**config.mk**
```make
export PLATFORM = sky130hd
export DESIGN_NAME = blink_fade_sequencer_flat
export DESIGN_NICKNAME = d
export VERILOG_FILES = /design/src/sv/bfs_pkg.sv /design/src/sv/bfs_if.sv /design/src/sv/bfs_div.sv /design/src/sv/blink_fade_sequencer.sv /design/src/flat_wrapper.sv
export SDC_FILE = /design/constraint.sdc
export NUM_CORES = 1
export LEC_CHECK = 0
export BUFFER_PORTS_ARGS = -buffer_cell sky130_fd_sc_hd__buf_2
export CORE_ASPECT_RATIO = 0.6
export CORE_UTILIZATION = 40
export DETAILED_ROUTE_END_ITERATION = 6
export PLACE_DENSITY_LB_ADDON = 0.3
export SYNTH_ARGS = -nofsm -noshare
export SYNTH_HDL_FRONTEND = slang
export SYNTH_SLANG_ARGS = --single-unit
```
**constraint.sdc**
```tcl
create_clock -name clk -period 4.53 [get_ports clk]
set_input_delay 0.2265 -clock clk [delete_from_list [all_inputs] [get_ports clk]]
set_output_delay 0.2265 -clock clk [all_outputs]
set_load 0.01 [all_outputs]
```
**src/sv/bfs_pkg.sv**
```systemverilog
// Shared types and constants for the blink/fade sequencer.
// Used by the divider and the top level.
package bfs_pkg;

  // Default widths
  localparam int TIME_BITS_DEF  = 24;
  localparam int COUNT_BITS_DEF = 8;

  // Fixed field widths
  localparam int STEP_BITS   = 16;
  localparam int ALPHA_BITS  = 9;
  localparam int PCOUNT_BITS = 8;
  localparam int QUOT_BITS   = 8;
  localparam int IDX_BITS    = 3;

  // Fade levels in Q1.8
  localparam logic [ALPHA_BITS-1:0] ALPHA_CLAMP = 9'd179;
  localparam logic [ALPHA_BITS-1:0] ALPHA_FULL  = 9'd256;
  localparam logic [ALPHA_BITS-1:0] ALPHA_ZERO  = 9'd0;

  // Register reset values
  localparam int RST_INITIAL_DELAY = 1000;
  localparam int RST_ON_TIME       = 1000;
  localparam int RST_OFF_TIME      = 1000;
  localparam int RST_FADE_START    = 500;
  localparam int RST_END_DELAY     = 0;
  localparam logic [PCOUNT_BITS-1:0] RST_PHASE_COUNT = 8'd0;
  localparam logic RST_START_VISIBLE  = 1'b1;
  localparam logic RST_REPEAT_FOREVER = 1'b1;

  typedef enum logic [IDX_BITS-1:0] {
    REG_INITIAL_DELAY  = 3'd0,
    REG_ON_TIME        = 3'd1,
    REG_OFF_TIME       = 3'd2,
    REG_FADE_START     = 3'd3,
    REG_END_DELAY      = 3'd4,
    REG_PHASE_COUNT    = 3'd5,
    REG_START_VISIBLE  = 3'd6,
    REG_REPEAT_FOREVER = 3'd7
  } reg_idx_t;

  typedef enum logic [1:0] {
    CMD_TICK   = 2'd0,
    CMD_ENTER  = 2'd1,
    CMD_LEAVE  = 2'd2,
    CMD_ENABLE = 2'd3
  } cmd_t;

  typedef enum logic [1:0] {
    PH_INIT = 2'd0,
    PH_ON   = 2'd1,
    PH_OFF  = 2'd2,
    PH_END  = 2'd3
  } phase_t;

  // Divider status back to the sequencer
  typedef struct packed {
    logic                 done;
    logic [QUOT_BITS-1:0] quot;
  } div_resp_t;

endpackage

```
**src/sv/bfs_if.sv**
```systemverilog
// Valid/ready channel interfaces for the blink/fade sequencer.
// Input beat carries one command; output beat carries one status result.
interface bfs_in_if;
  logic        valid;
  logic        ready;
  logic [1:0]  command;
  logic [15:0] step_time;
  logic        enable_value;

  modport source (output valid, command, step_time, enable_value, input ready);
  modport sink   (input valid, command, step_time, enable_value, output ready);
endinterface

interface bfs_out_if;
  logic       valid;
  logic       ready;
  logic       visible_now;
  logic [8:0] fade_alpha;
  logic [1:0] current_phase;
  logic       block_alert_valid;
  logic       block_alert_level;
  logic       finish_alert;

  modport source (output valid, visible_now, fade_alpha, current_phase,
                  block_alert_valid, block_alert_level, finish_alert, input ready);
  modport sink   (input valid, visible_now, fade_alpha, current_phase,
                  block_alert_valid, block_alert_level, finish_alert, output ready);
endinterface

```
**src/sv/bfs_div.sv**
```systemverilog
// Restoring divider, one quotient bit per cycle, for the fade ratio.
// Depends on bfs_pkg; expects dividend < divisor so the quotient fits 8 bits.
module bfs_div #(
  parameter int TIME_BITS = bfs_pkg::TIME_BITS_DEF
) (
  input  logic                  clk,
  input  logic                  rst_n,
  input  logic                  start,
  input  logic [TIME_BITS-1:0]  dividend,
  input  logic [TIME_BITS-1:0]  divisor,
  output bfs_pkg::div_resp_t    resp
);
  import bfs_pkg::*;

  localparam int CNT_BITS = $clog2(QUOT_BITS);

  logic                 busy_r;
  logic                 done_r;
  logic [CNT_BITS-1:0]  cnt_r;
  logic [TIME_BITS-1:0] rem_r;
  logic [TIME_BITS-1:0] dvs_r;
  logic [QUOT_BITS-1:0] quot_r;

  logic [TIME_BITS:0]   rem_dbl;
  logic                 fits;
  logic [TIME_BITS:0]   rem_sub;

  // Shift remainder and trial-subtract the divisor
  assign rem_dbl = {rem_r, 1'b0};
  assign fits    = rem_dbl >= {1'b0, dvs_r};
  assign rem_sub = rem_dbl - {1'b0, dvs_r};

  // Control: count eight steps, pulse done after the last
  always_ff @(posedge clk) begin
    if (!rst_n) begin
      busy_r <= 1'b0;
      done_r <= 1'b0;
      cnt_r  <= '0;
    end else begin
      done_r <= !start && busy_r && (cnt_r == CNT_BITS'(QUOT_BITS - 1));
      if (start) begin
        busy_r <= 1'b1;
        cnt_r  <= '0;
      end else if (busy_r) begin
        cnt_r <= cnt_r + 1'b1;
        if (cnt_r == CNT_BITS'(QUOT_BITS - 1)) begin
          busy_r <= 1'b0;
        end
      end
    end
  end

  // Datapath
  always_ff @(posedge clk) begin
    if (start) begin
      rem_r  <= dividend;
      dvs_r  <= divisor;
      quot_r <= '0;
    end else if (busy_r) begin
      rem_r  <= fits ? rem_sub[TIME_BITS-1:0] : rem_dbl[TIME_BITS-1:0];
      quot_r <= {quot_r[QUOT_BITS-2:0], fits};
    end
  end

  assign resp.done = done_r;
  assign resp.quot = quot_r;

endmodule

```
**src/sv/blink_fade_sequencer.sv**
```systemverilog
// Top level of the blink/fade sequencer: config registers, sequencer FSM.
// Depends on bfs_pkg, bfs_if (channel interfaces) and bfs_div.
//
// Usage:
//   in_bus carries command beats (tick, presence enter, presence leave,
//   set enable); out_bus returns exactly one status beat per command.
//   Configuration goes through cfg_we/cfg_index/cfg_data while idle.
// Timing:
//   One command at a time; in_bus.ready is high only when idle.
//   out_bus.valid rises after the S_ADD state for presence and enable commands;
//   a tick with run enabled also passes S_EVAL, and a tick that updates the
//   fade level waits in S_DIV for the eight-step serial divider.
//   The block is ready again in the cycle after the result beat is taken,
//   so a new command is taken only after the previous result beat.
// Reset:
//   rst_n (synchronous, active low) loads the default register values
//   and restarts the sequence in the initial delay phase with run enabled.
// Stall:
//   A result beat is held stable until out_bus.ready; no new command is
//   taken meanwhile.
module blink_fade_sequencer #(
  parameter int TIME_BITS  = bfs_pkg::TIME_BITS_DEF,
  parameter int COUNT_BITS = bfs_pkg::COUNT_BITS_DEF
) (
  input  logic                          clk,
  input  logic                          rst_n,
  bfs_in_if.sink                        in_bus,
  bfs_out_if.source                     out_bus,
  input  logic                          cfg_we,
  input  logic [bfs_pkg::IDX_BITS-1:0]  cfg_index,
  input  logic [TIME_BITS-1:0]          cfg_data
);
  import bfs_pkg::*;

  localparam int EL_BITS  = TIME_BITS + 1;
  localparam int SUM_BITS = ((EL_BITS > STEP_BITS) ? EL_BITS : STEP_BITS) + 1;
  localparam logic [EL_BITS-1:0] EL_MAX = '1;

  typedef enum logic [4:0] {
    S_IDLE = 5'b00001,
    S_ADD  = 5'b00010,
    S_EVAL = 5'b00100,
    S_DIV  = 5'b01000,
    S_OUT  = 5'b10000
  } state_t;

  // Configuration registers
  logic [TIME_BITS-1:0]   initial_delay_r, on_time_r, off_time_r;
  logic [TIME_BITS-1:0]   fade_start_r, end_delay_r;
  logic [PCOUNT_BITS-1:0] phase_count_r;
  logic                   start_visible_r, repeat_forever_r;

  // Sequence state
  state_t                 state_r, state_nxt;
  phase_t                 phase_r, phase_nxt;
  logic [EL_BITS-1:0]     elapsed_r, elapsed_nxt;
  logic [COUNT_BITS-1:0]  changes_r, changes_nxt;
  logic                   limit_r, limit_nxt;
  logic                   shown_r, shown_nxt;
  logic                   presence_r, presence_nxt;
  logic                   done_flag_r, done_flag_nxt;
  logic [ALPHA_BITS-1:0]  alpha_r, alpha_nxt;
  logic                   run_en_r, run_en_nxt;

  // Latched beat and result flags
  cmd_t                   cmd_r;
  logic [STEP_BITS-1:0]   dt_r;
  logic                   en_r;
  logic                   alert_v_r, alert_v_nxt;
  logic                   alert_l_r, alert_l_nxt;
  logic                   finish_r, finish_nxt;

  logic                   div_start;
  div_resp_t              div_resp;
  logic [SUM_BITS-1:0]    el_sum;
  logic [COUNT_BITS-1:0]  count_load;
  logic                   in_fire;

  assign in_fire    = in_bus.valid && in_bus.ready;
  assign count_load = COUNT_BITS'(phase_count_r);
  assign el_sum     = SUM_BITS'(elapsed_r) + SUM_BITS'(dt_r);

  // Configuration writes
  always_ff @(posedge clk) begin
    if (!rst_n) begin
      initial_delay_r  <= TIME_BITS'(RST_INITIAL_DELAY);
      on_time_r        <= TIME_BITS'(RST_ON_TIME);
      off_time_r       <= TIME_BITS'(RST_OFF_TIME);
      fade_start_r     <= TIME_BITS'(RST_FADE_START);
      end_delay_r      <= TIME_BITS'(RST_END_DELAY);
      phase_count_r    <= RST_PHASE_COUNT;
      start_visible_r  <= RST_START_VISIBLE;
      repeat_forever_r <= RST_REPEAT_FOREVER;
    end else if (cfg_we) begin
      unique case (reg_idx_t'(cfg_index))
        REG_INITIAL_DELAY:  initial_delay_r  <= cfg_data;
        REG_ON_TIME:        on_time_r        <= cfg_data;
        REG_OFF_TIME:       off_time_r       <= cfg_data;
        REG_FADE_START:     fade_start_r     <= cfg_data;
        REG_END_DELAY:      end_delay_r      <= cfg_data;
        REG_PHASE_COUNT:    phase_count_r    <= cfg_data[PCOUNT_BITS-1:0];
        REG_START_VISIBLE:  start_visible_r  <= cfg_data[0];
        REG_REPEAT_FOREVER: repeat_forever_r <= cfg_data[0];
        default: ;
      endcase
    end
  end

  // Sequencer
  always_comb begin
    state_nxt     = state_r;
    phase_nxt     = phase_r;
    elapsed_nxt   = elapsed_r;
    changes_nxt   = changes_r;
    limit_nxt     = limit_r;
    shown_nxt     = shown_r;
    presence_nxt  = presence_r;
    done_flag_nxt = done_flag_r;
    alpha_nxt     = alpha_r;
    run_en_nxt    = run_en_r;
    alert_v_nxt   = alert_v_r;
    alert_l_nxt   = alert_l_r;
    finish_nxt    = finish_r;
    div_start     = 1'b0;

    unique case (state_r)
      S_IDLE: begin
        if (in_fire) begin
          alert_v_nxt = 1'b0;
          alert_l_nxt = 1'b0;
          finish_nxt  = 1'b0;
          state_nxt   = S_ADD;
        end
      end

      // Apply presence/enable, or force limit and accumulate time
      S_ADD: begin
        state_nxt = S_OUT;
        case (cmd_r)
          CMD_TICK: begin
            if (limit_r && (changes_r == '0)) phase_nxt = PH_END;
            if (run_en_r) begin
              elapsed_nxt = (el_sum[SUM_BITS-1:EL_BITS] != '0) ? EL_MAX
                                                              : el_sum[EL_BITS-1:0];
              state_nxt   = S_EVAL;
            end
          end
          CMD_ENTER: begin
            presence_nxt = 1'b1;
            if (!shown_r) begin
              alert_v_nxt = 1'b1;
              alert_l_nxt = 1'b1;
            end
          end
          CMD_LEAVE: begin
            presence_nxt = 1'b0;
            alert_v_nxt  = 1'b1;
            alert_l_nxt  = 1'b0;
          end
          default: begin
            run_en_nxt = en_r;
            if (en_r) begin
              phase_nxt     = PH_INIT;
              shown_nxt     = start_visible_r;
              alpha_nxt     = start_visible_r ? ALPHA_ZERO : ALPHA_FULL;
              presence_nxt  = 1'b0;
              changes_nxt   = count_load;
              limit_nxt     = count_load != '0;
              elapsed_nxt   = '0;
              done_flag_nxt = 1'b0;
            end
          end
        endcase
      end

      // Phase decisions on the updated elapsed time
      S_EVAL: begin
        state_nxt = S_OUT;
        case (phase_r)
          PH_INIT: begin
            if (elapsed_r >= EL_BITS'(initial_delay_r)) begin
              phase_nxt   = start_visible_r ? PH_ON : PH_OFF;
              elapsed_nxt = '0;
            end
          end
          PH_ON: begin
            if (elapsed_r >= EL_BITS'(on_time_r)) begin
              if (limit_r && (changes_r != '0)) changes_nxt = changes_r - 1'b1;
              shown_nxt = 1'b0;
              if (presence_r) begin
                alert_v_nxt = 1'b1;
                alert_l_nxt = 1'b1;
              end
              phase_nxt   = PH_OFF;
              alpha_nxt   = ALPHA_FULL;
              elapsed_nxt = '0;
            end else if (elapsed_r >= EL_BITS'(fade_start_r)) begin
              div_start = 1'b1;
              state_nxt = S_DIV;
            end
          end
          PH_OFF: begin
            if (elapsed_r >= EL_BITS'(off_time_r)) begin
              if (limit_r && (changes_r != '0)) changes_nxt = changes_r - 1'b1;
              shown_nxt   = 1'b1;
              phase_nxt   = PH_ON;
              alpha_nxt   = ALPHA_ZERO;
              elapsed_nxt = '0;
            end
          end
          default: begin
            if (elapsed_r >= EL_BITS'(end_delay_r)) begin
              elapsed_nxt = '0;
              phase_nxt   = repeat_forever_r ? PH_INIT : PH_END;
              if (!repeat_forever_r && !done_flag_r) begin
                finish_nxt    = 1'b1;
                done_flag_nxt = 1'b1;
              end
              shown_nxt   = start_visible_r;
              changes_nxt = repeat_forever_r ? count_load : '0;
            end
          end
        endcase
      end

      // Wait for the fade ratio, clamp it
      S_DIV: begin
        if (div_resp.done) begin
          alpha_nxt = (ALPHA_BITS'(div_resp.quot) > ALPHA_CLAMP) ? ALPHA_CLAMP
                                                                : ALPHA_BITS'(div_resp.quot);
          state_nxt = S_OUT;
        end
      end

      S_OUT: begin
        if (out_bus.ready) state_nxt = S_IDLE;
      end

      default: state_nxt = S_IDLE;
    endcase
  end

  always_ff @(posedge clk) begin
    if (!rst_n) begin
      state_r     <= S_IDLE;
      phase_r     <= PH_INIT;
      elapsed_r   <= '0;
      changes_r   <= COUNT_BITS'(RST_PHASE_COUNT);
      limit_r     <= RST_PHASE_COUNT != '0;
      shown_r     <= RST_START_VISIBLE;
      presence_r  <= 1'b0;
      done_flag_r <= 1'b0;
      alpha_r     <= RST_START_VISIBLE ? ALPHA_ZERO : ALPHA_FULL;
      run_en_r    <= 1'b1;
      alert_v_r   <= 1'b0;
      alert_l_r   <= 1'b0;
      finish_r    <= 1'b0;
    end else begin
      state_r     <= state_nxt;
      phase_r     <= phase_nxt;
      elapsed_r   <= elapsed_nxt;
      changes_r   <= changes_nxt;
      limit_r     <= limit_nxt;
      shown_r     <= shown_nxt;
      presence_r  <= presence_nxt;
      done_flag_r <= done_flag_nxt;
      alpha_r     <= alpha_nxt;
      run_en_r    <= run_en_nxt;
      alert_v_r   <= alert_v_nxt;
      alert_l_r   <= alert_l_nxt;
      finish_r    <= finish_nxt;
    end
  end

  // Capture the input beat
  always_ff @(posedge clk) begin
    if (in_fire) begin
      cmd_r <= cmd_t'(in_bus.command);
      dt_r  <= in_bus.step_time;
      en_r  <= in_bus.enable_value;
    end
  end

  // Fade ratio: elapsed * 256 / on_time, elapsed below on_time here
  bfs_div #(
    .TIME_BITS (TIME_BITS)
  ) u_div (
    .clk      (clk),
    .rst_n    (rst_n),
    .start    (div_start),
    .dividend (elapsed_r[TIME_BITS-1:0]),
    .divisor  (on_time_r),
    .resp     (div_resp)
  );

  // Channel outputs
  assign in_bus.ready              = (state_r == S_IDLE);
  assign out_bus.valid             = (state_r == S_OUT);
  assign out_bus.visible_now       = shown_r;
  assign out_bus.fade_alpha        = alpha_r;
  assign out_bus.current_phase     = phase_r;
  assign out_bus.block_alert_valid = alert_v_r;
  assign out_bus.block_alert_level = alert_l_r;
  assign out_bus.finish_alert      = finish_r;

endmodule
```
**src/flat_wrapper.sv**
```systemverilog
// flat-port wrapper written by rule: the top's interface ports become plain ports
module blink_fade_sequencer_flat import bfs_pkg::*;
#(
  parameter int TIME_BITS  = bfs_pkg::TIME_BITS_DEF,
  parameter int COUNT_BITS = bfs_pkg::COUNT_BITS_DEF
)
  (clk, rst_n, cfg_we, cfg_index, cfg_data, in_bus_valid, in_bus_command, in_bus_step_time, in_bus_enable_value, in_bus_ready, out_bus_valid, out_bus_visible_now, out_bus_fade_alpha, out_bus_current_phase, out_bus_block_alert_valid, out_bus_block_alert_level, out_bus_finish_alert, out_bus_ready);
  bfs_in_if in_bus_i ();
  bfs_out_if out_bus_i ();
  input  logic clk;
  input  logic rst_n;
  input  logic cfg_we;
  input  logic [bfs_pkg::IDX_BITS-1:0] cfg_index;
  input  logic [TIME_BITS-1:0] cfg_data;
  input wire logic [$bits(in_bus_i.valid)-1:0] in_bus_valid;
  input wire logic [$bits(in_bus_i.command)-1:0] in_bus_command;
  input wire logic [$bits(in_bus_i.step_time)-1:0] in_bus_step_time;
  input wire logic [$bits(in_bus_i.enable_value)-1:0] in_bus_enable_value;
  output wire logic [$bits(in_bus_i.ready)-1:0] in_bus_ready;
  output wire logic [$bits(out_bus_i.valid)-1:0] out_bus_valid;
  output wire logic [$bits(out_bus_i.visible_now)-1:0] out_bus_visible_now;
  output wire logic [$bits(out_bus_i.fade_alpha)-1:0] out_bus_fade_alpha;
  output wire logic [$bits(out_bus_i.current_phase)-1:0] out_bus_current_phase;
  output wire logic [$bits(out_bus_i.block_alert_valid)-1:0] out_bus_block_alert_valid;
  output wire logic [$bits(out_bus_i.block_alert_level)-1:0] out_bus_block_alert_level;
  output wire logic [$bits(out_bus_i.finish_alert)-1:0] out_bus_finish_alert;
  input wire logic [$bits(out_bus_i.ready)-1:0] out_bus_ready;
  assign in_bus_i.valid = in_bus_valid;
  assign in_bus_i.command = in_bus_command;
  assign in_bus_i.step_time = in_bus_step_time;
  assign in_bus_i.enable_value = in_bus_enable_value;
  assign in_bus_ready = in_bus_i.ready;
  assign out_bus_valid = out_bus_i.valid;
  assign out_bus_visible_now = out_bus_i.visible_now;
  assign out_bus_fade_alpha = out_bus_i.fade_alpha;
  assign out_bus_current_phase = out_bus_i.current_phase;
  assign out_bus_block_alert_valid = out_bus_i.block_alert_valid;
  assign out_bus_block_alert_level = out_bus_i.block_alert_level;
  assign out_bus_finish_alert = out_bus_i.finish_alert;
  assign out_bus_i.ready = out_bus_ready;
  blink_fade_sequencer #(.TIME_BITS(TIME_BITS), .COUNT_BITS(COUNT_BITS)) u_core (.clk(clk), .rst_n(rst_n), .in_bus(in_bus_i), .out_bus(out_bus_i), .cfg_we(cfg_we), .cfg_index(cfg_index), .cfg_data(cfg_data));
endmodule
```
==> results.sh, run 1 <==
export IMPL_grt_usage_pct=25.8
export IMPL_drt_iter0_drc=1800
export IMPL_viasPerCell=5.78
export IMPL_post_route_period_util_pct=91.9
export IMPL_clockRootBuffer="clkbuf_16"
export IMPL_cts_buffers=27
export IMPL_cts_repair_resized=0
export IMPL_p_per_area_mw_per_mm2=294
export IMPL_ys_types=81
export IMPL_tightest_slew_ns=1.10
export IMPL_worst_r2r_startpoint="u_core.elapsed_r[0]$_SDFFE_PN0P_"
export IMPL_cts_sinks=267
export IMPL_grt_pass1_vias=13600
export IMPL_cts_tree="yes"
export IMPL_grt_pass1_wl_um=80800
export IMPL_slew_viol_final=0
export IMPL_syn_nets=2153
export IMPL_post_cts_buffers=0
export IMPL_hold_path_end="u_core.end_delay_r[5]$_SDFFE_PN0P_"
export IMPL_fin_util_pct=46.5
export IMPL_clk_pin_slew_ns=0.07
export IMPL_endpoint_kind="flop"
export IMPL_area_delta_synth_final_pct=14.1
export IMPL_grt_max_degree=81
export IMPL_hold_class="in -> reg"
export IMPL_worst_ep_required_time_ns=4.97
export IMPL_skew_ns=0.0303
export IMPL_cts_hold_buffers_added=36
export IMPL_detail_route_antenna_nets=0
export IMPL_core_mm2=0.0392
export IMPL_synth_ff_type="dfxtp_1"
export IMPL_place_inst=2464
export IMPL_drive_gt1_share_pct=8.78
export IMPL_setup_tns_ns=0
export IMPL_ys_seq_area_share_pct=37.7
export IMPL_worst_hold_slack_ns=0.0157
export IMPL_setup_viol=0
export IMPL_holdPathStages=3
export IMPL_wl_per_cell_um=20.8
export IMPL_timing_slew_headroom_pct=26.7
export IMPL_worst_setup_path_type="reg -> reg"
export IMPL_maxCapViolations=0
export IMPL_r2r_end="u_core.elapsed_r[14]$_SDFFE_PN0P_"
export IMPL_hold_start="cfg_data[5]"
export IMPL_antenna_found_initial=1
export IMPL_final_nets=2232
export IMPL_max_freq_ghz=0.240
export IMPL_die_y_um=157
export IMPL_reg2reg_depth=11
export IMPL_r2r_slack_ns=0.37
export IMPL_peakVddDrop_mv=0.255
export IMPL_status="finished clean"
export IMPL_clk_latency_ns=0.58
export IMPL_p_leak_nw=7.44
export IMPL_arrival_ns=4.60
export IMPL_place_gp_congestion=0.974
export IMPL_synth_cells=1928
export IMPL_grt_overflow=0
export IMPL_synth_edf_count=67
export IMPL_async_reset_ff_share_pct=0
export IMPL_instances_no_fill=2551
export IMPL_rsz0062_at_grt="false"
export IMPL_synth_area_mm2=0.0159
export IMPL_synth_avg_cell_area_um2=8.27
export IMPL_vias=14700
export IMPL_cts_max_level=1
export IMPL_start_util_pct=40.7
export IMPL_rows=56
export IMPL_pin_count=68
export IMPL_drc=0
export IMPL_ys_warn_count=0
export IMPL_layout_commonest_cell="nand2_1"
export IMPL_final_cell_mix="nand2_1, a21oi_1, dfxtp_1"
export IMPL_drt_wl_total_um=52900
export IMPL_hpwlAfterDp_um=38600
export IMPL_ys_seq_elements=267
export IMPL_fp_dieArea_mm2=0.0407
export IMPL_die_w_um=260
export IMPL_startpoint_type="flop"
export IMPL_clock_tree_buffer_depth=3
export IMPL_first_pass_iters=5
export IMPL_worstPathMaxFanout=14
export IMPL_port_buffer_count=67
export IMPL_min_period_ns=4.16
export IMPL_hold_viol=0
-- through the flow --
stage          area (um^2)  setup WS [ns]  power (mW)
6_report             18200          0.368        5.36
5_1_grt              18200          0.325        5.52
4_1_cts              18200          0.568        5.37
3_5_place_dp         16900          0.601        2.95
3_3_place_gp         16900          0.662        2.95
2_1_floorplan        15900           1.32        2.80
-- Yosys cell counts (3+ instances only) --
master,instances,area [um^2]
nand2_1,340,1280
a21oi_1,223,1120
dfxtp_1,200,4000
ha_1,172,2150
inv_1,172,646
clkbuf_1,82,308
nor2_1,82,308
o21ai_0,75,375
edfxtp_1,67,2010
nand3_1,49,245
o211ai_1,49,368
nand4_1,45,282
nor3_1,35,175
a21o_1,31,233
a211oi_1,27,203
nor2b_1,19,119
o31ai_1,15,113
and2_1,14,87.6
mux2i_1,14,140
xnor2_1,14,123
xor2_1,14,123
nor4_1,13,81.3
a31oi_1,12,75.1
nand2b_1,12,75.1
and3_1,11,68.8
o21a_1,11,82.6
or3_1,7,43.8
a211o_1,6,52.6
a41oi_1,6,52.6
o211a_1,6,60.1
a311oi_1,5,43.8
o22ai_1,5,31.3
buf_1,4,15.0
nand3b_1,4,30.0
nor3b_1,4,30.0
o2111ai_1,4,35.0
o221a_2,4,45.0
o31a_1,4,35.0
or2_2,4,25.0
a2111oi_0,3,26.3
a22oi_1,3,22.5
a311o_1,3,30.0
a32o_1,3,30.0
and4_1,3,26.3
nor4b_1,3,26.3
-- layout make-up --
type,instances,area [um^2]
fill,3811,21000
multi-input combinational,1399,8960
sequential,267,6020
timing repair buffer,140,973
clock buffer,41,835
tap,522,653
inverter,172,648
clock inverter,9,108
antenna,1,2.50
-- flip-flops by register name, summed over array words and instances, names as in the netlist, 2 cells and up --
| signal | count |
|---|---|
| u_core.dt_r | 16 |
| u_core.out_bus.fade_alpha | 9 |
| u_core.changes_r | 8 |
| u_core.elapsed_r | 25 |
| u_core.on_time_r | 24 |
| u_core.fade_start_r | 24 |
| u_core.count_load | 8 |
| u_core.off_time_r | 24 |
| u_core.end_delay_r | 24 |
| u_core.u_div.dvs_r | 24 |
| u_core.initial_delay_r | 24 |
| u_core.u_div.quot_r | 8 |
| u_core.cmd_r | 2 |
| u_core.u_div.rem_r | 24 |
| u_core.out_bus.current_phase | 2 |
| u_core.u_div.cnt_r | 3 |
| u_core.state_r | 5 |
-- worst max-delay path: stages (launching register included) --
cell	delay, ns
dfxtp_1	0.32
inv_1	0.37
ha_1	0.31
nand2b_1	0.14
a21o_1	0.17
a2111oi_0	0.52
o21ai_0	0.38
a31oi_1	0.40
a32o_1	0.65
buf_4	0.31
o21ai_0	0.10
a21oi_1	0.35
-- how the worst max path moves through the flow --
stage,from,to,slack (ns),cells past startpoint
after global routing,u_core.elapsed_r[0]$_SDFFE_PN0P_,u_core.elapsed_r[14]$_SDFFE_PN0P_,0.33,11
after global placement,u_core.elapsed_r[0]$_SDFFE_PN0P_,u_core.elapsed_r[14]$_SDFFE_PN0P_,0.66,11
after detailed placement,u_core.elapsed_r[0]$_SDFFE_PN0P_,u_core.elapsed_r[14]$_SDFFE_PN0P_,0.60,11
after floorplan,u_core.elapsed_r[22]$_SDFFE_PN0P_,u_core.u_div.rem_r[0]$_DFFE_PP_,1.32,9
final,u_core.elapsed_r[0]$_SDFFE_PN0P_,u_core.elapsed_r[14]$_SDFFE_PN0P_,0.37,11
after CTS,u_core.elapsed_r[0]$_SDFFE_PN0P_,u_core.elapsed_r[14]$_SDFFE_PN0P_,0.57,11
-- cells by family (layout without fill, tap and decap cells) --
kind of cell | Yosys count | count (layout) | synth area share (%)
AO/OA/AOI/OAI | 526 | 526 | 21.0
XOR/XNOR | 28 | 28 | 1.54
adder cells (fa/ha/maj) | 174 | 174 | 13.7
buffers and inverters | 262 | 362 | 6.25
flip-flops | 267 | 267 | 37.7
multiplexers | 15 | 15 | 0.949
other | 0 | 1 | 0
AND/OR/NAND/NOR | 656 | 656 | 18.8
-- routing by layer --
layer  GRT usage, %  share of wire, %  vias up  routed length (um)
met5              0                 0        -                   0
met4           4.71               1.5        0                 819
met1           40.5                49     6989               26000
li1               -                 -     7014                   -
met2           34.5                38      682               20100
met3           6.59                11       54                6030
-- where the power goes --
| group | leakage [nW] | internal (mW) | switching, mW |
|---|---|---|---|
| sequential | 2.22 | 2.49 | 0.0373 |
| combinational | 4.76 | 0.144 | 0.266 |
| clock | 0.460 | 1.39 | 1.03 |
Note: power is estimated with default switching activity, not from simulation.
==> inputs of run 2 (changes only) <==
--- a/config.mk
+++ b/config.mk
@@ -6,7 +6,7 @@
 export NUM_CORES = 1
 export LEC_CHECK = 0
 export BUFFER_PORTS_ARGS = -buffer_cell sky130_fd_sc_hd__buf_2
-export CORE_ASPECT_RATIO = 0.6
+export CORE_ASPECT_RATIO = 0.9
 export CORE_UTILIZATION = 40
 export DETAILED_ROUTE_END_ITERATION = 6
 export PLACE_DENSITY_LB_ADDON = 0.3
==> results.sh, run 2 (synthesis results as in run 1) <==
export IMPL_status="finished clean"
export IMPL_place_inst=2469
export IMPL_pin_count=68
export IMPL_worstPathMaxFanout=23
export IMPL_grt_usage_pct=24.1
export IMPL_timing_slew_headroom_pct=23.2
export IMPL_slew_viol_final=0
export IMPL_worst_r2r_startpoint="u_core.elapsed_r[21]$_SDFFE_PN0P_"
export IMPL_die_w_um=212
export IMPL_core_mm2=0.0394
export IMPL_grt_pass1_vias=14000
export IMPL_grt_overflow=0
export IMPL_cts_repair_resized=0
export IMPL_post_route_period_util_pct=88.5
export IMPL_post_cts_buffers=0
export IMPL_area_delta_synth_final_pct=15.7
export IMPL_skew_ns=0.0294
export IMPL_die_y_um=191
export IMPL_fin_util_pct=46.9
export IMPL_hold_class="in -> reg"
export IMPL_drt_wl_total_um=48200
export IMPL_path_cells="ha_1 > nand3_1 > or3_1 > or3_1 > a311o_1 > and4_4 > a211oi_4 > nand2_1 > o221a_2"
export IMPL_cts_sinks=267
export IMPL_viasPerCell=5.58
export IMPL_grt_pass1_wl_um=76800
export IMPL_endpoint_kind="flop"
export IMPL_clk_latency_ns=0.60
export IMPL_cp_slowest_cell="a211oi_4"
export IMPL_final_nets=2241
export IMPL_r2r_end="u_core.elapsed_r[21]$_SDFFE_PN0P_"
export IMPL_port_buffer_count=67
export IMPL_arrival_ns=4.50
export IMPL_r2r_slack_ns=0.52
export IMPL_rsz0062_at_grt="false"
export IMPL_fp_dieArea_mm2=0.0407
export IMPL_max_freq_ghz=0.250
export IMPL_clockRootBuffer="clkbuf_16"
export IMPL_slowest_delay_ns=0.85
export IMPL_vias=14400
export IMPL_clk_pin_slew_ns=0.07
export IMPL_startpoint_type="flop"
export IMPL_antenna_found_initial=0
export IMPL_cts_tree="yes"
export IMPL_first_pass_iters=6
export IMPL_hold_path_end="u_core.state_r[4]$_SDFFE_PN0P_"
export IMPL_worst_setup_path_type="reg -> reg"
export IMPL_p_per_area_mw_per_mm2=306
export IMPL_start_util_pct=40.5
export IMPL_hpwlAfterDp_um=34700
export IMPL_setup_viol=0
export IMPL_diodes=0
export IMPL_top_register="u_core.elapsed_r"
export IMPL_crit_path_frequent_cell="or3_1"
export IMPL_cts_max_level=1
export IMPL_tightest_slew_ns=1.15
export IMPL_clock_tree_buffer_depth=3
export IMPL_largest_reg_flops=25
export IMPL_reg2reg_depth=9
export IMPL_drive_gt1_share_pct=8.97
export IMPL_maxCapViolations=0
export IMPL_holdPathStages=4
export IMPL_cts_buffers=31
export IMPL_drt_iter0_drc=1055
export IMPL_final_cell_mix="nand2_1, a21oi_1, dfxtp_1"
export IMPL_wl_per_cell_um=18.7
export IMPL_place_gp_congestion=0.911
export IMPL_grt_max_degree=107
export IMPL_hold_start="out_bus_ready"
export IMPL_drc=0
export IMPL_instances_no_fill=2573
export IMPL_layout_commonest_cell="nand2_1"
export IMPL_p_leak_nw=7.54
export IMPL_worst_hold_slack_ns=0.0344
export IMPL_hold_viol=0
export IMPL_rows=69
export IMPL_min_period_ns=4.01
export IMPL_peakVddDrop_mv=0.283
export IMPL_detail_route_antenna_nets=0
export IMPL_setup_tns_ns=0
export IMPL_worst_ep_required_time_ns=5.02
## run 2: timing repair
item / CTS / global route
endpoints found under the setup margin: 0 / 0
hold buffers: 46 / 0
endpoints found under the hold margin: 136 / 0
## run 2: layout make-up
cell class,instances,area [um^2]
clock buffers,39,867
clock inverters,19,248
fillers,3845,20900
multi-input cells,1399,8960
repair buffers,145,1040
inverters,172,648
flip-flops and latches,267,6020
well taps,532,666
## run 2: routing by layer
layer  wire, um  vias up  global-route usage (%)  part of all wire, %
met5          0        -                       0                    0
li1           -     7044                       -                    -
met2      21900      386                    39.5                   45
met1      22200     6840                    32.5                   46
met4       1440        0                    7.42                  3.0
met3       2700       86                    3.37                  5.6
## run 2: power breakdown
part	internal [mW]	switching (mW)	leakage, nW
clock network	1.65	1.07	0.548
registers	2.49	0.0337	2.22
logic	0.150	0.251	4.77
total	4.29	1.36	7.54
## run 2: critical path: cells and delay by family, from the launching register on
| kind | cells | cell delay, ns |
|---|---|---|
| AND/OR/NAND/NOR | 5 | 1.48 |
| AO/OA/AOI/OAI | 3 | 1.59 |
| adder cells (fa/ha/maj) | 1 | 0.21 |
| flip-flops | 1 | 0.62 |
## run 2: worst max-delay path by stage
stage | depth (start not counted) | slack [ns] | endpoint | startpoint
after floorplan | 9 | 1.32 | u_core.u_div.rem_r[0]$_DFFE_PP_ | u_core.elapsed_r[22]$_SDFFE_PN0P_
after global placement | 9 | 0.62 | u_core.elapsed_r[21]$_SDFFE_PN0P_ | u_core.elapsed_r[22]$_SDFFE_PN0P_
after detailed placement | 9 | 0.58 | u_core.elapsed_r[21]$_SDFFE_PN0P_ | u_core.elapsed_r[21]$_SDFFE_PN0P_
after CTS | 9 | 0.56 | u_core.elapsed_r[21]$_SDFFE_PN0P_ | u_core.elapsed_r[21]$_SDFFE_PN0P_
after global routing | 9 | 0.37 | u_core.elapsed_r[21]$_SDFFE_PN0P_ | u_core.elapsed_r[21]$_SDFFE_PN0P_
final | 9 | 0.52 | u_core.elapsed_r[21]$_SDFFE_PN0P_ | u_core.elapsed_r[21]$_SDFFE_PN0P_
## run 2: through the flow
step	setup WS, ns	power, mW	area, um^2
after detailed placement	0.578	2.94	16900
after floorplan	1.32	2.80	15900
after global routing	0.365	5.83	18400
after CTS	0.560	5.69	18400
final	0.523	5.65	18400
after global placement	0.617	2.94	16900
